## src/rtl/pnm_pkg.sv

```systemverilog
`default_nettype none
package pnm_pkg;

	// Register map (index = paddr[3:2])
	localparam logic [1:0] REG_ASCII_MODE = 2'd0;
	localparam logic [1:0] REG_PIXEL_KIND = 2'd1;
	localparam logic [1:0] REG_ROW_WIDTH  = 2'd2;

	// Pixel kind codes
	localparam logic [1:0] KIND_BITMAP = 2'd0;
	localparam logic [1:0] KIND_GREY   = 2'd1;
	localparam logic [1:0] KIND_COLOUR = 2'd2;

	localparam int ROW_W = 13;
	localparam int DEFAULT_MAX_WIDTH = 4096;
	localparam logic [ROW_W-1:0] ROW_WIDTH_RESET = 13'd570;
	localparam logic [1:0] PIXEL_KIND_RESET = KIND_COLOUR;

	// Pixels per text line
	localparam logic [6:0] LINE_BITMAP = 7'd70;
	localparam logic [6:0] LINE_GREY   = 7'd16;
	localparam logic [6:0] LINE_COLOUR = 7'd5;

	// Characters
	localparam logic [7:0] CH_ZERO    = 8'h30;
	localparam logic [7:0] CH_ONE     = 8'h31;
	localparam logic [7:0] CH_SPACE   = 8'h20;
	localparam logic [7:0] CH_NEWLINE = 8'h0a;

	// Byte slots of one pixel's job, sent lowest first
	localparam int SLOTS    = 12;
	localparam int SLOT_R_H = 0;
	localparam int SLOT_R_T = 1;
	localparam int SLOT_R_O = 2;
	localparam int SLOT_SP1 = 3;
	localparam int SLOT_G_H = 4;
	localparam int SLOT_G_T = 5;
	localparam int SLOT_G_O = 6;
	localparam int SLOT_SP2 = 7;
	localparam int SLOT_B_H = 8;
	localparam int SLOT_B_T = 9;
	localparam int SLOT_B_O = 10;
	localparam int SLOT_TERM = 11;

	localparam int QUEUE_DEPTH = 2;

	typedef struct packed {
		logic [SLOTS-1:0][7:0] data;
		logic [SLOTS-1:0]      mask;
	} pnm_job_t;

	// Split a byte into hundreds, tens and ones: {h, t, o}
	function automatic logic [11:0] to_digits(input logic [7:0] v);
		logic [3:0] h;
		logic [3:0] t;
		logic [7:0] rem;
		logic [7:0] ones;
		h = 4'd0;
		t = 4'd0;
		if (v >= 8'd200) begin
			h = 4'd2;
		end else if (v >= 8'd100) begin
			h = 4'd1;
		end
		rem = v - ({4'd0, h} * 8'd100);
		for (int k = 1; k < 10; k++) begin
			if (rem >= 8'(k * 10)) begin
				t = 4'(k);
			end
		end
		ones = rem - ({4'd0, t} * 8'd10);
		return {h, t, ones[3:0]};
	endfunction

endpackage
`default_nettype wire

```

## src/rtl/pnm_raster_body_encoder.sv

```systemverilog
// Path: an accepted pixel's job is written into the job queue, and its first byte then goes through
// the back end's output register to m_tdata.
// Throughput: one output byte per cycle while m_tready is high; a pixel gives 0 to 12 bytes
// (twelve for ASCII colour), sent through the single-byte output register of the back end.
// Input takes one pixel per cycle while the two-entry job queue has room.
// Reset: asynchronous, clears row/line/bit state and the queue, registers to their defaults.
`default_nettype none
module pnm_raster_body_encoder
	import pnm_pkg::*;
#(
	parameter int MAX_WIDTH = DEFAULT_MAX_WIDTH
) (
	input  wire logic        clk,
	input  wire logic        arst_n,
	input  wire logic        s_tvalid,
	output logic             s_tready,
	input  wire logic [23:0] s_tdata,   // red[7:0], green[15:8], blue[23:16]
	output logic             m_tvalid,
	input  wire logic        m_tready,
	output logic [7:0]       m_tdata,   // out_byte[7:0]
	output logic             m_tlast,   // run_end
	input  wire logic        psel,
	input  wire logic        penable,
	input  wire logic        pwrite,
	input  wire logic [3:0]  paddr,
	input  wire logic [31:0] pwdata,
	output logic [31:0]      prdata,
	output logic             pready
);

	logic             ascii_mode_q;
	logic [1:0]       pixel_kind_q;
	logic [ROW_W-1:0] row_width_q;

	logic             wr_en;
	logic             accept;
	logic             push;
	pnm_job_t         push_job;
	pnm_job_t         head;
	logic             full;
	logic             empty;
	logic             pop;

	assign pready = 1'b1;
	assign wr_en  = psel && penable && pwrite && pready;

	// Configuration registers
	always_ff @(posedge clk or negedge arst_n) begin
		if (!arst_n) begin
			ascii_mode_q <= 1'b0;
			pixel_kind_q <= PIXEL_KIND_RESET;
			row_width_q  <= ROW_WIDTH_RESET;
		end else if (wr_en) begin
			case (paddr[3:2])
				REG_ASCII_MODE: ascii_mode_q <= pwdata[0];
				REG_PIXEL_KIND: pixel_kind_q <= pwdata[1:0];
				REG_ROW_WIDTH:  row_width_q  <= pwdata[ROW_W-1:0];
				default: ;
			endcase
		end
	end

	// Register readback
	always_comb begin
		case (paddr[3:2])
			REG_ASCII_MODE: prdata = {31'd0, ascii_mode_q};
			REG_PIXEL_KIND: prdata = {30'd0, pixel_kind_q};
			REG_ROW_WIDTH:  prdata = {{(32-ROW_W){1'b0}}, row_width_q};
			default:        prdata = 32'd0;
		endcase
	end

	assign s_tready = !full;
	assign accept   = s_tvalid && s_tready;

	pnm_front #(
		.MAX_WIDTH(MAX_WIDTH)
	) u_front (
		.clk       (clk),
		.arst_n    (arst_n),
		.accept    (accept),
		.red       (s_tdata[7:0]),
		.green     (s_tdata[15:8]),
		.blue      (s_tdata[23:16]),
		.ascii_mode(ascii_mode_q),
		.pixel_kind(pixel_kind_q),
		.row_width (row_width_q),
		.push      (push),
		.job       (push_job)
	);

	pnm_queue #(
		.DEPTH(QUEUE_DEPTH)
	) u_queue (
		.clk     (clk),
		.arst_n  (arst_n),
		.push    (push),
		.push_job(push_job),
		.full    (full),
		.pop     (pop),
		.head    (head),
		.empty   (empty)
	);

	pnm_back u_back (
		.clk     (clk),
		.arst_n  (arst_n),
		.head    (head),
		.empty   (empty),
		.pop     (pop),
		.m_tvalid(m_tvalid),
		.m_tready(m_tready),
		.m_tdata (m_tdata),
		.m_tlast (m_tlast)
	);

endmodule
`default_nettype wire

```

## src/rtl/pnm_front.sv

```systemverilog
`default_nettype none
module pnm_front
	import pnm_pkg::*;
#(
	parameter int MAX_WIDTH = DEFAULT_MAX_WIDTH
) (
	input  wire logic             clk,
	input  wire logic             arst_n,
	input  wire logic             accept,
	input  wire logic [7:0]       red,
	input  wire logic [7:0]       green,
	input  wire logic [7:0]       blue,
	input  wire logic             ascii_mode,
	input  wire logic [1:0]       pixel_kind,
	input  wire logic [ROW_W-1:0] row_width,
	output logic                  push,
	output pnm_job_t              job
);

	localparam int CW = $clog2(MAX_WIDTH);
	localparam int XW = ((CW > ROW_W) ? CW : ROW_W) + 1;

	logic [CW-1:0] column_q;
	logic [6:0]    line_pixels_q;
	logic [7:0]    bit_acc_q;
	logic [2:0]    bit_count_q;

	logic [1:0]    kind;
	logic [XW-1:0] width_raw;
	logic [XW-1:0] width_eff;
	logic          row_end;
	logic          black;
	logic [6:0]    lp_next;
	logic [6:0]    limit;
	logic          brk;
	logic [7:0]    acc_next;
	logic [3:0]    cnt_next;
	logic [11:0]   dig_r;
	logic [11:0]   dig_g;
	logic [11:0]   dig_b;
	logic          acc_flush;

	// Clamp row width and detect the row end
	always_comb begin
		kind = (pixel_kind == KIND_BITMAP || pixel_kind == KIND_GREY) ? pixel_kind : KIND_COLOUR;
		width_raw = XW'(row_width);
		if (width_raw == '0) begin
			width_eff = XW'(1);
		end else if (width_raw > XW'(MAX_WIDTH)) begin
			width_eff = XW'(MAX_WIDTH);
		end else begin
			width_eff = width_raw;
		end
		row_end = (XW'(column_q) + XW'(1)) >= width_eff;
	end

	assign black    = (red == 8'd0);
	assign lp_next  = line_pixels_q + 7'd1;
	assign acc_next = {bit_acc_q[6:0], black};
	assign cnt_next = {1'b0, bit_count_q} + 4'd1;
	assign dig_r    = to_digits(red);
	assign dig_g    = to_digits(green);
	assign dig_b    = to_digits(blue);

	always_comb begin
		case (kind)
			KIND_BITMAP: limit = LINE_BITMAP;
			KIND_GREY:   limit = LINE_GREY;
			default:     limit = LINE_COLOUR;
		endcase
		brk = (lp_next >= limit) || row_end;
	end

	// Build the byte slots for this pixel
	always_comb begin
		job = '0;
		acc_flush = 1'b0;
		if (ascii_mode) begin
			case (kind)
				KIND_BITMAP: begin
					job.data[SLOT_R_O] = black ? CH_ONE : CH_ZERO;
					job.mask[SLOT_R_O] = 1'b1;
				end
				default: begin
					job.data[SLOT_R_H] = {4'h3, dig_r[11:8]};
					job.data[SLOT_R_T] = {4'h3, dig_r[7:4]};
					job.data[SLOT_R_O] = {4'h3, dig_r[3:0]};
					job.mask[SLOT_R_H] = (dig_r[11:8] != 4'd0);
					job.mask[SLOT_R_T] = (dig_r[11:4] != 8'd0);
					job.mask[SLOT_R_O] = 1'b1;
					if (kind == KIND_COLOUR) begin
						job.data[SLOT_SP1] = CH_SPACE;
						job.data[SLOT_SP2] = CH_SPACE;
						job.mask[SLOT_SP1] = 1'b1;
						job.mask[SLOT_SP2] = 1'b1;
						job.data[SLOT_G_H] = {4'h3, dig_g[11:8]};
						job.data[SLOT_G_T] = {4'h3, dig_g[7:4]};
						job.data[SLOT_G_O] = {4'h3, dig_g[3:0]};
						job.mask[SLOT_G_H] = (dig_g[11:8] != 4'd0);
						job.mask[SLOT_G_T] = (dig_g[11:4] != 8'd0);
						job.mask[SLOT_G_O] = 1'b1;
						job.data[SLOT_B_H] = {4'h3, dig_b[11:8]};
						job.data[SLOT_B_T] = {4'h3, dig_b[7:4]};
						job.data[SLOT_B_O] = {4'h3, dig_b[3:0]};
						job.mask[SLOT_B_H] = (dig_b[11:8] != 4'd0);
						job.mask[SLOT_B_T] = (dig_b[11:4] != 8'd0);
						job.mask[SLOT_B_O] = 1'b1;
					end
				end
			endcase
			// Line break, or a separator for decimal kinds
			if (brk) begin
				job.data[SLOT_TERM] = CH_NEWLINE;
				job.mask[SLOT_TERM] = 1'b1;
			end else if (kind != KIND_BITMAP) begin
				job.data[SLOT_TERM] = CH_SPACE;
				job.mask[SLOT_TERM] = 1'b1;
			end
		end else begin
			case (kind)
				KIND_BITMAP: begin
					if (cnt_next[3]) begin
						job.data[0] = acc_next;
						job.mask[0] = 1'b1;
						acc_flush = 1'b1;
					end else if (row_end) begin
						job.data[0] = acc_next << (4'd8 - cnt_next);
						job.mask[0] = 1'b1;
						acc_flush = 1'b1;
					end
				end
				KIND_GREY: begin
					job.data[0] = red;
					job.mask[0] = 1'b1;
				end
				default: begin
					job.data[0] = red;
					job.data[1] = green;
					job.data[2] = blue;
					job.mask[2:0] = 3'b111;
				end
			endcase
		end
	end

	assign push = accept && (job.mask != '0);

	// Advance row, line and bit state on each accepted item
	always_ff @(posedge clk or negedge arst_n) begin
		if (!arst_n) begin
			column_q      <= '0;
			line_pixels_q <= '0;
			bit_acc_q     <= '0;
			bit_count_q   <= '0;
		end else if (accept) begin
			if (row_end) begin
				column_q      <= '0;
				line_pixels_q <= '0;
				bit_acc_q     <= '0;
				bit_count_q   <= '0;
			end else begin
				column_q <= column_q + CW'(1);
				if (ascii_mode) begin
					line_pixels_q <= brk ? 7'd0 : lp_next;
				end else if (kind == KIND_BITMAP) begin
					bit_acc_q   <= acc_flush ? 8'd0 : acc_next;
					bit_count_q <= acc_flush ? 3'd0 : cnt_next[2:0];
				end
			end
		end
	end

endmodule
`default_nettype wire

```

## src/rtl/pnm_queue.sv

```systemverilog
`default_nettype none
module pnm_queue
	import pnm_pkg::*;
#(
	parameter int DEPTH = QUEUE_DEPTH
) (
	input  wire logic     clk,
	input  wire logic     arst_n,
	input  wire logic     push,
	input  wire pnm_job_t push_job,
	output logic          full,
	input  wire logic     pop,
	output pnm_job_t      head,
	output logic          empty
);

	localparam int PW = (DEPTH > 1) ? $clog2(DEPTH) : 1;
	localparam int NW = $clog2(DEPTH + 1);

	pnm_job_t      mem_q [DEPTH];
	logic [PW-1:0] wr_ptr_q;
	logic [PW-1:0] rd_ptr_q;
	logic [NW-1:0] count_q;

	assign full  = (count_q == NW'(DEPTH));
	assign empty = (count_q == '0);
	assign head  = mem_q[rd_ptr_q];

	// Store jobs
	always_ff @(posedge clk) begin
		if (push) begin
			mem_q[wr_ptr_q] <= push_job;
		end
	end

	// Move pointers and count
	always_ff @(posedge clk or negedge arst_n) begin
		if (!arst_n) begin
			wr_ptr_q <= '0;
			rd_ptr_q <= '0;
			count_q  <= '0;
		end else begin
			if (push) begin
				wr_ptr_q <= (wr_ptr_q == PW'(DEPTH - 1)) ? '0 : wr_ptr_q + PW'(1);
			end
			if (pop) begin
				rd_ptr_q <= (rd_ptr_q == PW'(DEPTH - 1)) ? '0 : rd_ptr_q + PW'(1);
			end
			if (push && !pop) begin
				count_q <= count_q + NW'(1);
			end else if (pop && !push) begin
				count_q <= count_q - NW'(1);
			end
		end
	end

`ifndef SYNTH
	a_count_bound: assert property (@(posedge clk) disable iff (!arst_n)
		count_q <= NW'(DEPTH))
		else $error("queue count above depth");
`endif

endmodule
`default_nettype wire

```

## src/rtl/pnm_back.sv

```systemverilog
`default_nettype none
module pnm_back
	import pnm_pkg::*;
(
	input  wire logic     clk,
	input  wire logic     arst_n,
	input  wire pnm_job_t head,
	input  wire logic     empty,
	output logic          pop,
	output logic          m_tvalid,
	input  wire logic     m_tready,
	output logic [7:0]    m_tdata,   // out_byte[7:0]
	output logic          m_tlast    // run_end
);

	logic [SLOTS-1:0]      cur_mask_q;
	logic [SLOTS-1:0][7:0] cur_data_q;
	logic                  out_valid_q;
	logic [7:0]            out_byte_q;
	logic                  out_last_q;

	logic                  adv;
	logic                  use_cur;
	logic [SLOTS-1:0]      src_mask;
	logic [SLOTS-1:0][7:0] src_data;
	logic [SLOTS-1:0]      lowest;
	logic [SLOTS-1:0]      rem;
	logic [7:0]            sel_byte;
	logic                  emit;

	// Pick the source job and its lowest pending slot
	always_comb begin
		adv      = !out_valid_q || m_tready;
		use_cur  = (cur_mask_q != '0);
		src_mask = use_cur ? cur_mask_q : (empty ? '0 : head.mask);
		src_data = use_cur ? cur_data_q : head.data;
		lowest   = src_mask & (~src_mask + SLOTS'(1));
		rem      = src_mask & ~lowest;
		sel_byte = '0;
		for (int i = 0; i < SLOTS; i++) begin
			sel_byte = sel_byte | (src_data[i] & {8{lowest[i]}});
		end
		emit = adv && (src_mask != '0);
		pop  = adv && !use_cur && !empty;
	end

	// Output register and remaining slots
	always_ff @(posedge clk or negedge arst_n) begin
		if (!arst_n) begin
			out_valid_q <= 1'b0;
			cur_mask_q  <= '0;
		end else if (adv) begin
			out_valid_q <= emit;
			if (emit) begin
				cur_mask_q <= rem;
			end
		end
	end

	// Payload
	always_ff @(posedge clk) begin
		if (emit) begin
			out_byte_q <= sel_byte;
			out_last_q <= (rem == '0);
		end
		if (pop) begin
			cur_data_q <= head.data;
		end
	end

	assign m_tvalid = out_valid_q;
	assign m_tdata  = out_byte_q;
	assign m_tlast  = out_last_q;

`ifndef SYNTH
	a_cur_needs_out: assert property (@(posedge clk) disable iff (!arst_n)
		(cur_mask_q != '0) |-> out_valid_q)
		else $error("pending slots without a byte on the output");
	a_pop_nonempty: assert property (@(posedge clk) disable iff (!arst_n)
		pop |-> !empty)
		else $error("pop from empty queue");
	a_last_clears: assert property (@(posedge clk) disable iff (!arst_n)
		(emit && (rem == '0)) |=> (cur_mask_q == '0))
		else $error("slots left after the last byte of a run");
`endif

endmodule
`default_nettype wire
```

## config.mk

```make
export PLATFORM = sky130hd
export DESIGN_NAME = pnm_raster_body_encoder
export DESIGN_NICKNAME = d
export VERILOG_FILES = /design/src/rtl/pnm_pkg.sv /design/src/rtl/pnm_raster_body_encoder.sv /design/src/rtl/pnm_front.sv /design/src/rtl/pnm_queue.sv /design/src/rtl/pnm_back.sv
export SDC_FILE = /design/constraint.sdc
export NUM_CORES = 1
export LEC_CHECK = 0
export BUFFER_PORTS_ARGS = -buffer_cell sky130_fd_sc_hd__clkbuf_2
export CAP_MARGIN = 20
export CORE_MARGIN = 5
export CORE_UTILIZATION = 30
export CTS_CLUSTER_DIAMETER = 100
export CTS_CLUSTER_SIZE = 28
export DETAILED_ROUTE_END_ITERATION = 16
export HOLD_SLACK_MARGIN = 0.03
export PLACE_DENSITY = 0.54
export SLEW_MARGIN = 20
export SYNTH_ARGS = -nofsm -noshare
export SYNTH_HDL_FRONTEND = slang
export SYNTH_SLANG_ARGS = --single-unit
export TNS_END_PERCENT = 30
```

## constraint.sdc

```tcl
create_clock -name clk -period 11.7 [get_ports clk]
set_clock_uncertainty 0.15 [all_clocks]
set_input_delay 1.17 -clock clk [delete_from_list [all_inputs] [get_ports clk]]
set_output_delay 1.17 -clock clk [all_outputs]
set_load 0.05 [all_outputs]
```

==> metrics list <==
- Predominant post-synthesis flop cell: edfxtp_1
- Die span in x: 212 um
- The number of hold violations in the final report was 0.
- DRC marker count from the first detailed-route iteration: 598
- Die Ht: 212 um
* Hold Worst Slack: 0.356 ns
- In this run the mean area of a mapped cell was 11.1 sq um.
* Commonest cells after routing, fill and taps aside: edfxtp_1 (158), nand2_1 (136), nor2_1 (69)
- During synthesis, Yosys emitted a total of 0 warnings.
* Total negative slack for setup checks: 0 ns
* I/O pin total: 111
- Summing the areas of all xor and xnor instances in the mapped netlist gives 3.29% of the synthesized area.
- Entering global routing, the biggest net connects 62 pins.
- Post-synth cell types: 82
- Global-route wire length before repair: 45700 um
- Final max-slew violation count: 0
- Synthesis produced a netlist whose cell count is 1108.
* Number of buffers and inverters on the critical path: 4
- Across the VDD grid, the largest voltage drop is 0.117 mV.
- At the end of the flow, the number of nets in the layout was 1264.
- Counting instances, the worst hold path has a depth of 1.
- After clock tree synthesis, the repair step resized 0 gates.
* Number of nets with antenna violations after detailed routing: 0
- Number of max-cap violations: 0
- In the final routed layout, each cell accounts on average for 17.2 um.
* Critical R2R Launch: u_front.column_q[0]
* Via density per instance: 4.96
* Post-layout min period: 5.52 ns
* Critical Path Sink Type: flop
- Once the clock tree was built, the setup fixing pass inserted 0 buffers.
* CP max stage cell: o311ai_0
- Number of fillers in the final layout: 4082
- Lkg Pwr: 5.25 nW
- Cell area after synthesis: 0.0123 sq mm
- Drt total wl: 29100 um
- The endpoint identified for the worst register-to-register timing path is u_queue.mem_q[1][32].
- Fraction of layout instances using a drive strength above 1: 17.2%
- Global routing used 12.5% of the available tracks across all layers.
- CTS saw 219 sinks.
- Most common cell after layout, fill and taps aside: edfxtp_1
* Portion of the post-synthesis area used by sequential elements: 51.2%
- Routability-driven placement finished with a final weighted congestion of 0.872.
- Initial antenna violation count: 0
- In this run the most critical hold path is launched from u_queue.count_q[1].
- CTS buffer count: 13
- On the worst path, the slowest cell contributes a delay of 0.78 ns.
- Largest family of logic cells by synthesized area: simple AND/OR/NAND/NOR gates
- Number of detailed-route iterations in the first pass: 5
- Based on the critical path, the design can be clocked at up to 181 MHz.
- Detailed-placement wirelength estimate: 21000 um
* Worst path cell trace: clkbuf_2 > o311ai_0 > nand2_1 > inv_1 > ha_1 > inv_1 > fa_1 > o21a_1 > nor2_1 > xnor2_1 > mux2_2 > o31ai_1 > a21o_1 > ha_1 > inv_1 > fa_1 > xnor2_1 > xnor2_1 > o21ai_1
- The die covers 0.0450 sq mm.
- Class of the worst hold path: flop to flop
- CTS tree: built
- Setup slack closes at 6.18 ns.
* Quantity of hold-fixing buffers added after cts: 0
* Root cell of the clock tree: clkbuf_16
- For the worst-skew pair, the clock arrives at the later sink with an insertion delay of 0.48 ns.
- The run finished with clean final reports.
- For this design the ratio of total power to cell area is 244 mW/mm^2.
* Worst-case reg-to-reg path depth: 14
* Post-synthesis share of cell area spent on full adders, half adders and majority gates: 5.00%
- Measured slew at the worst slew-check pin: 1.02 ns
* Standard-cell row count: 74
* Synth Area in Compound Gates: 12.7%
- Number of buffers inserted by port buffering: 69
- Remaining DRCs: 0
* Simple logic cell fraction of the synthesized area: 14.0%
* Fraction of registers with async set or reset after synthesis: 27.9%
- Worst hold endpoint: u_queue.count_q[1]
- The total area inside the core boundary comes to 0.0406 sq mm.
- The via count of the first global-routing pass was 8134.
- Once the floorplan was initialized, standard cells occupied 30.2% of the core.
- STA puts the critical path data required time at 11.76 ns.
- DP Worst Slack: 5.65 ns
* Worst setup path category: primary input to flop
- In this run the number of H-tree levels came out at 1.
* Final antenna diode count: 0
- Portion of netlist area occupied by mux cells: 9.91%
- Relative to the synthesized area, the layout overhead comes to 10.1%.
* Overflow left after global routing: 0
* Top delay family on crit path: compound AO/OA/AOI/OAI gates
* Flip-flop and latch count after synthesis: 219
- In this run the tightest slew margin relative to its limit is 31.5%.
- Critical Path Start Type: primary input
- Final critical-path share of the clock period: 47.2%
- Counting along the longest clock path gives a buffer depth of 3.
- Arrival time of data at the critical path endpoint: 5.59 ns
- Along the worst path, the maximum fanout reaches 8.
- Clock-pin slew was measured on the worst setup and hold paths at 0.09 ns.
- Across all layers, the routed design uses 8394 vias.
- Setup violations remaining at the end of the flow were counted as 0.
- Setup repair after global routing missed its margin: no
* Worst-case register-to-register setup slack: 7.27 ns
- Count of flip-flops with a built-in enable after synthesis: 158
layout make-up:
| type | instances | area, sq um | share of cell area, % |
|---|---|---|---|
| Multi-Input combinational cell | 804 | 5590 | 41.4 |
| Clock inverter | 6 | 72.6 | 0.538 |
| Sequential cell | 219 | 6280 | 46.5 |
| Timing Repair Buffer | 78 | 413 | 3.06 |
| Tap cell | 532 | 666 | 4.93 |
| Inverter | 38 | 143 | 1.06 |
| Clock buffer | 15 | 333 | 2.47 |
cell families (layout without fill, tap and decap cells):
group / after synthesis / after routing
AND/OR/NAND/NOR: 348 / 348
AO/OA/AOI/OAI: 238 / 238
flip-flops: 219 / 219
multiplexers: 106 / 106
buffers and inverters: 103 / 137
adder cells (fa/ha/maj): 46 / 46
XOR/XNOR: 46 / 46
other: 2 / 20
through the flow:
step / util [%] / power, mW / instance area, sq um / cells
4_1_cts: 33.2 / 3.33 / 13500 / 1692
3_3_place_gp: 32.2 / 2.82 / 13100 / 1671
2_1_floorplan: - / 2.40 / 12300 / 1126
3_5_place_dp: 32.2 / 2.83 / 13100 / 1671
6_report: 33.2 / 3.30 / 13500 / 1692
5_1_grt: 33.2 / 3.52 / 13500 / 1692
flip-flops by register name (all words and copies together), names as in the netlist:
| name | cells |
|---|---|
| ascii_mode_q | 1 |
| pixel_kind_q | 2 |
| row_width_q | 13 |
| u_back.cur_data_q | 39 |
| u_back.cur_mask_q | 11 |
| u_back.m_tdata | 8 |
| u_back.m_tlast | 1 |
| u_back.m_tvalid | 1 |
| u_front.bit_acc_q | 7 |
| u_front.bit_count_q | 3 |
| u_front.column_q | 12 |
| u_front.line_pixels_q | 7 |
| u_queue.count_q | 2 |
| u_queue.mem_q | 110 |
| u_queue.rd_ptr_q | 1 |
| u_queue.wr_ptr_q | 1 |
routing by layer:
metal  up-vias  GRT usage (%)  part of all wire (%)
li1       4118              -                     -
met1      4107           17.7                    47
met2       144           21.0                    48
met3        25           1.67                   3.9
met4         0           1.93                   1.4
met5         -              0                     0
synth_stat cells, types with 27 or more instances:
| master | number | share of area (%) |
|---|---|---|
| inv_1 | 36 | 1.1 |
| o21ai_0 | 70 | 2.9 |
| nand2_1 | 136 | 4.2 |
| mux2i_1 | 31 | 2.5 |
| clkbuf_1 | 35 | 1.1 |
| mux2_2 | 68 | 6.2 |
| a21oi_1 | 48 | 2.0 |
| ha_1 | 37 | 3.8 |
| nor2_1 | 70 | 2.1 |
| xnor2_1 | 27 | 1.9 |
| dfrtp_1 | 55 | 11 |
| edfxtp_1 | 158 | 39 |
where the power goes:
group | switching [mW] | total, mW | internal (mW) | leakage (nW)
Clock | 0.271 | 0.490 | 0.219 | 0.194
Sequential | 0.130 | 1.25 | 1.12 | 2.26
Combinational | 0.986 | 1.56 | 0.569 | 2.79
worst max path at each step:
stage / from / end / slack, ns / depth (start not counted)
final: s_tdata[4] / u_queue.mem_q[1][31] / 6.18 / 19
after global routing: s_tdata[4] / u_queue.mem_q[1][31] / 5.81 / 19
after CTS: s_tdata[4] / u_queue.mem_q[1][31] / 6.14 / 19
after detailed placement: s_tdata[4] / u_queue.mem_q[0][31] / 5.65 / 19
after global placement: s_tdata[4] / u_queue.mem_q[0][31] / 5.61 / 19
after floorplan: u_front.column_q[0] / u_queue.mem_q[0][0] / 5.90 / 13
No activity file was read; power rests on OpenSTA's default activity.
